<file path="config.mk">
export PLATFORM = sky130hd
export DESIGN_NAME = nonpreemptive_priority_scheduler
export DESIGN_NICKNAME = d
export VERILOG_FILES = /design/src/rtl/nps_pkg.sv /design/src/rtl/nonpreemptive_priority_scheduler.sv /design/src/rtl/nps_ram.sv /design/src/rtl/nps_ctrl.sv /design/src/rtl/nps_dp.sv
export SDC_FILE = /design/constraint.sdc
export NUM_CORES = 1
export LEC_CHECK = 0
export BUFFER_PORTS_ARGS = -buffer_cell sky130_fd_sc_hd__buf_2
export CAP_MARGIN = 25
export CORE_UTILIZATION = 55
export CTS_CLUSTER_SIZE = 16
export DETAILED_ROUTE_END_ITERATION = 10
export MAX_ROUTING_LAYER = met4
export PLACE_DENSITY = 0.7
export SYNTH_ARGS = -nofsm -noshare
export SYNTH_HDL_FRONTEND = slang
export SYNTH_SLANG_ARGS = --single-unit
</file>
<file path="constraint.sdc">
create_clock -name clock -period 5.1 [get_ports clock]
set_clock_uncertainty 0.15 [all_clocks]
set_input_delay 0.765 -clock clock [delete_from_list [all_inputs] [get_ports clock]]
set_output_delay 0.765 -clock clock [all_outputs]
set_load 0.02 [all_outputs]
</file>
<file path="src/rtl/nps_pkg.sv">
// Shared types and constants for the non-preemptive priority scheduler.
// Used by the controller, the datapath, the top level and the checker.
`default_nettype none

package nps_pkg;

   localparam int TIME_W = 21;
   localparam int ARR_W  = 16;
   localparam int BUR_W  = 16;
   localparam int PRIO_W = 8;
   localparam int JOB_W  = 7;

   localparam logic [TIME_W-1:0] TIME_MAX = 21'h1FFFFF;

   typedef struct packed {
      logic [ARR_W-1:0]  arrival_time;
      logic [BUR_W-1:0]  burst_time;
      logic [PRIO_W-1:0] priority_req;
      logic              last;
   } nps_req_type;

   typedef struct packed {
      logic [JOB_W-1:0]  job_id;
      logic [TIME_W-1:0] completion_time;
      logic [TIME_W-1:0] turnaround_time;
      logic [TIME_W-1:0] waiting_time;
      logic              final_res;
   } nps_rsp_type;

   // one job record as held in the record memory
   typedef struct packed {
      logic [ARR_W-1:0]  arrival;
      logic [BUR_W-1:0]  burst;
      logic [PRIO_W-1:0] prio;
   } nps_rec_type;

   // controller -> datapath
   typedef struct packed {
      logic load;        // input transfer this cycle
      logic scan_init;   // restart index and pick trackers
      logic scan_en;     // step the scan pipeline
      logic commit;      // apply the pick (or idle jump)
      logic out_cap_tat; // capture completion and turnaround
      logic out_cap_wt;  // load the result register
      logic out_next;    // advance to the next result
      logic set_end;     // clear set state after the final result
   } nps_cmd_type;

   // datapath -> controller
   typedef struct packed {
      logic scan_done;   // last entry evaluated this cycle
      logic found;       // a ready job was picked
      logic sched_last;  // this pick finishes the last job
      logic out_last;    // current result is the final one
   } nps_sts_type;

endpackage

`default_nettype wire

</file>
<file path="src/rtl/nonpreemptive_priority_scheduler.sv">
// Non-preemptive priority scheduler, top level.
// Input channel (req_*): one job record per transfer (arrival, burst,
//   priority, last). Records are taken while the block is loading; a record
//   beyond MAX_PROCS is dropped. A transfer with last set closes the set.
// Result channel (rsp_*): one result per job, in load order, final_res on
//   the last one. The block then clears its set state and loads again.
// Scheduling: each decision scans all loaded jobs through the record
//   memory read port; an idle jump costs one more scan. Each result goes
//   through memory read, turnaround, waiting time and hand-off; the
//   hand-off waits while rsp_stall is high.
// req_stall stays high from the last record until the final result is
//   transferred. A stalled result holds its payload and waits.
// Reset (synchronous) empties the job set and returns to loading; the
//   record and completion memories need no clearing.
// Depends on nps_pkg, nps_ctrl, nps_dp and nps_ram.
`default_nettype none

module nonpreemptive_priority_scheduler #(
   parameter int MAX_PROCS = 16
) (
   input  wire logic                 clock,
   input  wire logic                 reset,
   input  wire logic                 req_valid,
   output logic                      req_stall,
   input  wire nps_pkg::nps_req_type req_data,
   output logic                      rsp_valid,
   input  wire logic                 rsp_stall,
   output nps_pkg::nps_rsp_type      rsp_data
);

   nps_pkg::nps_cmd_type cmd;
   nps_pkg::nps_sts_type sts;

   nps_ctrl u_ctrl (
      .clock     (clock),
      .reset     (reset),
      .req_valid (req_valid),
      .req_last  (req_data.last),
      .req_stall (req_stall),
      .rsp_valid (rsp_valid),
      .rsp_stall (rsp_stall),
      .sts       (sts),
      .cmd       (cmd)
   );

   nps_dp #(.MAX_PROCS(MAX_PROCS)) u_dp (
      .clock    (clock),
      .reset    (reset),
      .cmd      (cmd),
      .req_data (req_data),
      .sts      (sts),
      .rsp_data (rsp_data)
   );

endmodule

`default_nettype wire

</file>
<file path="src/rtl/nps_ram.sv">
// Generic single-write, single-read RAM with registered read data.
// No dependencies.
`default_nettype none

module nps_ram #(
   parameter int WIDTH = 8,
   parameter int DEPTH = 16
) (
   input  wire logic                                    clock,
   input  wire logic                                    wr_en,
   input  wire logic [$clog2(DEPTH > 1 ? DEPTH : 2)-1:0] wr_addr,
   input  wire logic [WIDTH-1:0]                        wr_data,
   input  wire logic [$clog2(DEPTH > 1 ? DEPTH : 2)-1:0] rd_addr,
   output logic      [WIDTH-1:0]                        rd_data
);

   localparam int AW = (DEPTH > 1) ? $clog2(DEPTH) : 1;

   logic [WIDTH-1:0] mem_ff [(1 << AW)];
   logic [WIDTH-1:0] rd_data_ff;

   always_ff @(posedge clock) begin
      if (wr_en) begin
         mem_ff[wr_addr] <= wr_data;
      end
      rd_data_ff <= mem_ff[rd_addr];
   end

   assign rd_data = rd_data_ff;

endmodule

`default_nettype wire

</file>
<file path="src/rtl/nps_ctrl.sv">
// Sequencer for the scheduler: load, scan/pick loop, result output.
// Depends on nps_pkg for the command and status structs.
`default_nettype none

module nps_ctrl (
   input  wire logic                 clock,
   input  wire logic                 reset,
   input  wire logic                 req_valid,
   input  wire logic                 req_last,
   output logic                      req_stall,
   output logic                      rsp_valid,
   input  wire logic                 rsp_stall,
   input  wire nps_pkg::nps_sts_type sts,
   output nps_pkg::nps_cmd_type      cmd
);

   localparam logic [2:0] S_LOAD     = 3'd0;
   localparam logic [2:0] S_SCAN     = 3'd1;
   localparam logic [2:0] S_DECIDE   = 3'd2;
   localparam logic [2:0] S_OUT_RD   = 3'd3;
   localparam logic [2:0] S_OUT_TAT  = 3'd4;
   localparam logic [2:0] S_OUT_WT   = 3'd5;
   localparam logic [2:0] S_OUT_HOLD = 3'd6;

   logic [2:0] state_ff;
   logic [2:0] state_in;
   logic       req_xfer;
   logic       rsp_xfer;

   assign req_stall = (state_ff != S_LOAD);
   assign rsp_valid = (state_ff == S_OUT_HOLD);
   assign req_xfer  = req_valid && !req_stall;
   assign rsp_xfer  = rsp_valid && !rsp_stall;

   always_comb begin
      state_in = state_ff;
      cmd      = '0;
      case (state_ff)
         S_LOAD: begin
            cmd.load = req_xfer;
            if (req_xfer && req_last) begin
               cmd.scan_init = 1'b1;
               state_in      = S_SCAN;
            end
         end
         S_SCAN: begin
            cmd.scan_en = 1'b1;
            if (sts.scan_done) begin
               state_in = S_DECIDE;
            end
         end
         S_DECIDE: begin
            cmd.commit    = 1'b1;
            cmd.scan_init = 1'b1;
            state_in      = (sts.found && sts.sched_last) ? S_OUT_RD : S_SCAN;
         end
         S_OUT_RD: begin
            state_in = S_OUT_TAT;
         end
         S_OUT_TAT: begin
            cmd.out_cap_tat = 1'b1;
            state_in        = S_OUT_WT;
         end
         S_OUT_WT: begin
            cmd.out_cap_wt = 1'b1;
            state_in       = S_OUT_HOLD;
         end
         S_OUT_HOLD: begin
            if (rsp_xfer) begin
               if (sts.out_last) begin
                  cmd.set_end = 1'b1;
                  state_in    = S_LOAD;
               end else begin
                  cmd.out_next = 1'b1;
                  state_in     = S_OUT_RD;
               end
            end
         end
         default: begin
            state_in = S_LOAD;
         end
      endcase
   end

   always_ff @(posedge clock) begin
      if (reset) begin
         state_ff <= S_LOAD;
      end else begin
         state_ff <= state_in;
      end
   end

endmodule

`default_nettype wire

</file>
<file path="src/rtl/nps_dp.sv">
// Scheduler datapath: job record and completion memories, done flags,
// scan pipeline with pick trackers, time keeping and result register.
// Depends on nps_pkg and nps_ram.
`default_nettype none

module nps_dp #(
   parameter int MAX_PROCS = 16
) (
   input  wire logic                 clock,
   input  wire logic                 reset,
   input  wire nps_pkg::nps_cmd_type cmd,
   input  wire nps_pkg::nps_req_type req_data,
   output nps_pkg::nps_sts_type      sts,
   output nps_pkg::nps_rsp_type      rsp_data
);

   localparam int AW  = (MAX_PROCS > 1) ? $clog2(MAX_PROCS) : 1;
   localparam int CW  = $clog2(MAX_PROCS + 1);
   localparam int TW  = nps_pkg::TIME_W;
   localparam int SW  = nps_pkg::TIME_W + 1;
   localparam int ARW = nps_pkg::ARR_W;
   localparam int PW  = nps_pkg::PRIO_W;
   localparam int BW  = nps_pkg::BUR_W;
   localparam int JW  = nps_pkg::JOB_W;
   localparam int RW  = $bits(nps_pkg::nps_rec_type);

   function automatic logic [TW-1:0] sat_sub(input logic [TW-1:0] a, input logic [TW-1:0] b);
      return (a > b) ? (a - b) : '0;
   endfunction

   // control state
   logic [CW-1:0]        count_ff, count_in;
   logic [CW-1:0]        fin_ff, fin_in;
   logic [TW-1:0]        time_ff, time_in;
   logic [MAX_PROCS-1:0] done_ff, done_in;
   logic [CW-1:0]        idx_ff, idx_in;
   logic                 pv_ff, pv_in;
   logic [CW-1:0]        pidx_ff, pidx_in;
   logic                 found_ff, found_in;

   // pick trackers and result payload
   logic [PW-1:0]        best_prio_ff, best_prio_in;
   logic [AW-1:0]        best_idx_ff, best_idx_in;
   logic [BW-1:0]        best_bur_ff, best_bur_in;
   logic [ARW-1:0]       min_arr_ff, min_arr_in;
   logic [TW-1:0]        ct_ff;
   logic [TW-1:0]        tat_ff;
   logic [BW-1:0]        bur_ff;
   nps_pkg::nps_rsp_type rsp_ff;

   nps_pkg::nps_rec_type rec_wr, rec_rd;
   logic                 rec_we;
   logic                 comp_we;
   logic [TW-1:0]        comp_rd;
   logic [TW-1:0]        time_sum_sat;
   logic [SW-1:0]        time_sum;
   logic                 pend;
   logic                 elig;
   logic                 take;
   logic                 min_take;

   assign rec_we         = cmd.load && (count_ff < CW'(MAX_PROCS));
   assign rec_wr.arrival = req_data.arrival_time;
   assign rec_wr.burst   = req_data.burst_time;
   assign rec_wr.prio    = req_data.priority_req;

   nps_ram #(.WIDTH(RW), .DEPTH(MAX_PROCS)) u_rec_ram (
      .clock   (clock),
      .wr_en   (rec_we),
      .wr_addr (count_ff[AW-1:0]),
      .wr_data (rec_wr),
      .rd_addr (idx_ff[AW-1:0]),
      .rd_data (rec_rd)
   );

   assign time_sum     = {1'b0, time_ff} + SW'(best_bur_ff);
   assign time_sum_sat = (time_sum > SW'(nps_pkg::TIME_MAX)) ? nps_pkg::TIME_MAX
                                                             : time_sum[TW-1:0];
   assign comp_we      = cmd.commit && found_ff;

   nps_ram #(.WIDTH(TW), .DEPTH(MAX_PROCS)) u_comp_ram (
      .clock   (clock),
      .wr_en   (comp_we),
      .wr_addr (best_idx_ff),
      .wr_data (time_sum_sat),
      .rd_addr (idx_ff[AW-1:0]),
      .rd_data (comp_rd)
   );

   // evaluation of the entry whose record arrived this cycle
   assign pend     = pv_ff && !done_ff[pidx_ff[AW-1:0]];
   assign elig     = pend && (TW'(rec_rd.arrival) <= time_ff);
   assign take     = elig && (!found_ff || (rec_rd.prio < best_prio_ff));
   assign min_take = pend && (rec_rd.arrival < min_arr_ff);

   always_comb begin
      count_in     = count_ff;
      fin_in       = fin_ff;
      time_in      = time_ff;
      done_in      = done_ff;
      idx_in       = idx_ff;
      pv_in        = pv_ff;
      pidx_in      = pidx_ff;
      found_in     = found_ff;
      best_prio_in = best_prio_ff;
      best_idx_in  = best_idx_ff;
      best_bur_in  = best_bur_ff;
      min_arr_in   = min_arr_ff;

      if (rec_we) begin
         count_in = count_ff + CW'(1);
      end

      if (cmd.scan_en) begin
         pv_in   = (idx_ff < count_ff);
         pidx_in = idx_ff;
         if (idx_ff < count_ff) begin
            idx_in = idx_ff + CW'(1);
         end
         if (take) begin
            found_in     = 1'b1;
            best_prio_in = rec_rd.prio;
            best_idx_in  = pidx_ff[AW-1:0];
            best_bur_in  = rec_rd.burst;
         end
         if (min_take) begin
            min_arr_in = rec_rd.arrival;
         end
      end

      if (cmd.commit) begin
         if (found_ff) begin
            time_in              = time_sum_sat;
            done_in[best_idx_ff] = 1'b1;
            fin_in               = fin_ff + CW'(1);
         end else begin
            // idle: jump to earliest pending arrival
            time_in = TW'(min_arr_ff);
         end
      end

      if (cmd.scan_init) begin
         idx_in     = '0;
         pv_in      = 1'b0;
         found_in   = 1'b0;
         min_arr_in = '1;
      end

      if (cmd.out_next) begin
         idx_in = idx_ff + CW'(1);
      end

      if (cmd.set_end) begin
         count_in = '0;
         fin_in   = '0;
         time_in  = '0;
         done_in  = '0;
         idx_in   = '0;
      end
   end

   always_ff @(posedge clock) begin
      if (reset) begin
         count_ff <= '0;
         fin_ff   <= '0;
         time_ff  <= '0;
         done_ff  <= '0;
         idx_ff   <= '0;
         pv_ff    <= 1'b0;
         found_ff <= 1'b0;
      end else begin
         count_ff <= count_in;
         fin_ff   <= fin_in;
         time_ff  <= time_in;
         done_ff  <= done_in;
         idx_ff   <= idx_in;
         pv_ff    <= pv_in;
         found_ff <= found_in;
      end
   end

   always_ff @(posedge clock) begin
      pidx_ff      <= pidx_in;
      best_prio_ff <= best_prio_in;
      best_idx_ff  <= best_idx_in;
      best_bur_ff  <= best_bur_in;
      min_arr_ff   <= min_arr_in;
      if (cmd.out_cap_tat) begin
         ct_ff  <= comp_rd;
         tat_ff <= sat_sub(comp_rd, TW'(rec_rd.arrival));
         bur_ff <= rec_rd.burst;
      end
      if (cmd.out_cap_wt) begin
         rsp_ff.job_id          <= JW'(idx_ff) + JW'(1);
         rsp_ff.completion_time <= ct_ff;
         rsp_ff.turnaround_time <= tat_ff;
         rsp_ff.waiting_time    <= sat_sub(tat_ff, TW'(bur_ff));
         rsp_ff.final_res       <= sts.out_last;
      end
   end

   assign sts.scan_done  = pv_ff && ((pidx_ff + CW'(1)) == count_ff);
   assign sts.found      = found_ff;
   assign sts.sched_last = ((fin_ff + CW'(1)) == count_ff);
   assign sts.out_last   = ((idx_ff + CW'(1)) == count_ff);
   assign rsp_data       = rsp_ff;

endmodule

`default_nettype wire

</file>
==> flow_summary.json <==
{
  "ir_worst_vdd_v": 0.000411,
  "max_freq_mhz": 278,
  "crit_type": "reg2reg",
  "final.period_utilization": 0.705,
  "place_congestion": 0.912,
  "synthCells": 2628,
  "stdcell_area_mm2": 0.0570,
  "first_pass_iters": 5,
  "critical_path_arrival_ns": 3.77,
  "critPathTopFamily": "compound AO/OA/AOI/OAI gates",
  "post_drt_via_cell_ratio": 6.22,
  "overflow": 0,
  "postCtsSetupBuffers": 0,
  "grt_setup_unrepaired": "no",
  "clk_pin_slew_ns": 0.06,
  "grt_pass1_vias": 26100,
  "grt_usage": 0.260,
  "synth-seq-cells": 1271,
  "multi_input_area_mm2": 0.0127,
  "cts_max_level": 4,
  "die-area_mm2": 0.0925,
  "path_cells": "ha_1 -> o21ai_0 -> a211oi_1 -> a21oi_1 -> a311o_1 -> buf_4 -> nand2_1",
  "drc": 0,
  "run_status": "complete, no violations",
  "max_stage_delay_ns": 0.73,
  "syn_avg_cell_area_um2": 19.1,
  "fin_tns_setup_ns": 0,
  "cts_buffers": 131,
  "area.sequential_mm2": 0.0368,
  "port_buffers": 116,
  "cp-startpoint": "u_dp.best_bur_ff[6]$_DFFE_PP_",
  "p_sw_w": 0.00468,
  "clockRootBuffer": "clkbuf_16",
  "worstPathMaxFanout": 16,
  "antenna_found_initial": 16,
  "seqPwrFrac": 0.522,
  "cp-end-kind": "flip-flop",
  "hp-class": "in2reg",
  "path_buf_inv": 1,
  "p_per_area_mw_per_mm2": 392,
  "place_area_mm2": 0.0525,
  "hold_start": "reset",
  "cts_sinks": 1271,
  "cts_max_path_buffers": 3,
  "ant_nets": 0,
  "via_count": 25600,
  "critPathLaunchType": "flip-flop",
  "slowest_stage": "a311o_1",
  "synthDistinctLibCells": 71,
  "fp.dieW_um": 304,
  "io_pins": 118,
  "p_leak_nw": 18.7,
  "reg2reg_from": "u_dp.best_bur_ff[6]$_DFFE_PP_",
  "synth_warnings": 0,
  "max_cap_viol_count": 0,
  "cts.hold.buffers_added": 0,
  "synth-edff-count": 1137,
  "finalSetupViolations": 0,
  "nNetsFinal": 2972,
  "pwr-share-comb": 0.045,
  "finalCriticalPeriod_ns": 3.60,
  "fillers": 6127,
  "pwr-share-clk": 0.433,
  "routed_wl_um": 114000,
  "syn_to_final_growth_pct": 13.6,
  "die_y_um": 304,
  "synth-main-ff-cell": "edfxtp_1",
  "grt_pass1_wl_um": 169000,
  "core-area_mm2": 0.0903,
  "hpwl_um": 68800,
  "clk_latency_ns": 0.75,
  "ys_seq_area_frac": 0.733,
  "hold_viol": 0,
  "drive_gt1_frac": 0.252,
  "cts_tree": "yes",
  "fin_util": 0.632,
  "slew_headroom": 0.283,
  "drt_iter0_drc": 2691,
  "crit_required_ns": 5.27,
  "syn-num-nets": 2774,
  "syn_area_mm2": 0.0502,
  "cts_resized": 0,
  "setup_slack_ns": 1.50,
  "avgRoutedWirePerCell_um": 27.7,
  "pre_cts_slack_ns": 1.55,
  "swShare": 0.209,
  "rows": 110,
  "p_int_w": 0.0177,
  "start_util": 0.556,
  "worst_pin_slew_ns": 1.08,
  "drv_slew": 0,
  "grt_max_degree": 92,
  "synthArstFlopShare": 0
}
-- metal layers --
layer,global-route usage,wire length (um),vias up
met3,0.0552,8520,204
met1,0.342,46500,13400
li1,-,-,11000
met2,0.406,55800,985
met4,0.0879,3340,0
met5,-,0,-
-- sequential cells by signal (all words and copies together) (netlist names), 8 cells and up --
signal	count
u_dp.u_rec_ram.mem_ff	640
u_dp.u_comp_ram.mem_ff	336
u_dp.rsp_data	70
u_dp.u_rec_ram.rd_data	40
u_dp.ct_ff	21
u_dp.tat_ff	21
u_dp.time_ff	21
u_dp.u_comp_ram.rd_data	21
u_dp.best_bur_ff	16
u_dp.bur_ff	16
u_dp.done_ff	16
u_dp.min_arr_ff	16
u_dp.best_prio_ff	8
-- placed cells by master (no fill, tap or decap), types with 57 or more instances in the layout --
cell / n
o21ai_0: 57
dfxtp_1: 130
nand2_1: 87
ha_1: 98
mux4_2: 310
clkbuf_16: 136
buf_2: 116
inv_1: 100
edfxtp_1: 1137
a21oi_1: 58
nor2_1: 131
-- area by class of cell --
class	count	area share
diodes	11	0.000483
clock buffers	164	0.0633
clock inverters	74	0.0142
inverters	100	0.00658
multi-input cells	1146	0.223
flip-flops and latches	1271	0.646
well taps	1176	0.0258
repair buffers	176	0.0202
-- worst paths after layout --
path | to | slack, ns | cells past startpoint
hold / removal | u_ctrl.state_ff[2]$_SDFFE_PP0P_ | 0.15 | 2
setup / recovery | u_dp.u_comp_ram.mem_ff[11][3]$_DFFE_PP_ | 1.50 | 7
setup reg to reg | u_dp.u_comp_ram.mem_ff[11][3]$_DFFE_PP_ | 1.50 | 7
hold reg to reg | u_dp.rsp_data[47]$_DFFE_PP_ | 0.26 | 0
-- metrics by stage --
stage	power, W	hold WS, ns	std cells
2_1_floorplan	0.0125	0.250	2628
3_5_place_dp	0.0129	0.255	3867
3_3_place_gp	0.0128	0.253	3865
4_1_cts	0.0225	0.0860	4105
5_1_grt	0.0230	0.118	4117
6_report	0.0223	0.145	4118
-- synthesized netlist by cell type (all sizes together), types with 6 or more instances --
library cell / number / area (um2)
a21o: 19 / 143
ha: 98 / 1230
nor2: 158 / 603
inv: 100 / 375
nor2b: 13 / 81.3
a211oi: 16 / 120
nand2b: 16 / 100
a221oi: 15 / 131
nor4: 10 / 62.6
o211ai: 8 / 70.1
nand4: 20 / 125
edfxtp: 1137 / 34100
mux4: 310 / 6980
nand2: 87 / 327
or3: 12 / 75.1
a31oi: 27 / 169
dfxtp: 134 / 2680
clkbuf: 65 / 244
nor3: 30 / 150
buf: 46 / 218
o21ai: 59 / 295
xnor2: 38 / 333
a21oi: 58 / 290
o21a: 15 / 113
nand3: 20 / 100
xor2: 24 / 210
o31ai: 6 / 45.0
-- worst reg2reg max path, cell delays in order, from the launching register on --
cell and delay, ns:
edfxtp_1 0.37, ha_1 0.36, o21ai_0 0.42, a211oi_1 0.11, a21oi_1 0.40, a311o_1 0.73, buf_4 0.32, nand2_1 0.33
-- logic make-up after synthesis --
family                   Yosys count  share of synthesized area
adder cells (fa/ha/maj)          101                     0.0256
XOR/XNOR                          65                     0.0122
AND/OR/NAND/NOR                  395                     0.0366
AO/OA/AOI/OAI                    269                     0.0354
multiplexers                     315                      0.140
other                              1                  0.0000747
buffers and inverters            211                     0.0167
flip-flops                      1271                      0.733
-- power by group through the flow --
stage	combinational [W]	sequential [W]	clock (W)
detailed placement	0.00101	0.0119	0
global route	0.00111	0.0117	0.0102
finish	0.00101	0.0117	0.00969
floorplan	0.000700	0.0118	0
global placement	0.000976	0.0119	0
CTS	0.00101	0.0117	0.00985
(Power assumes the default switching activity.)
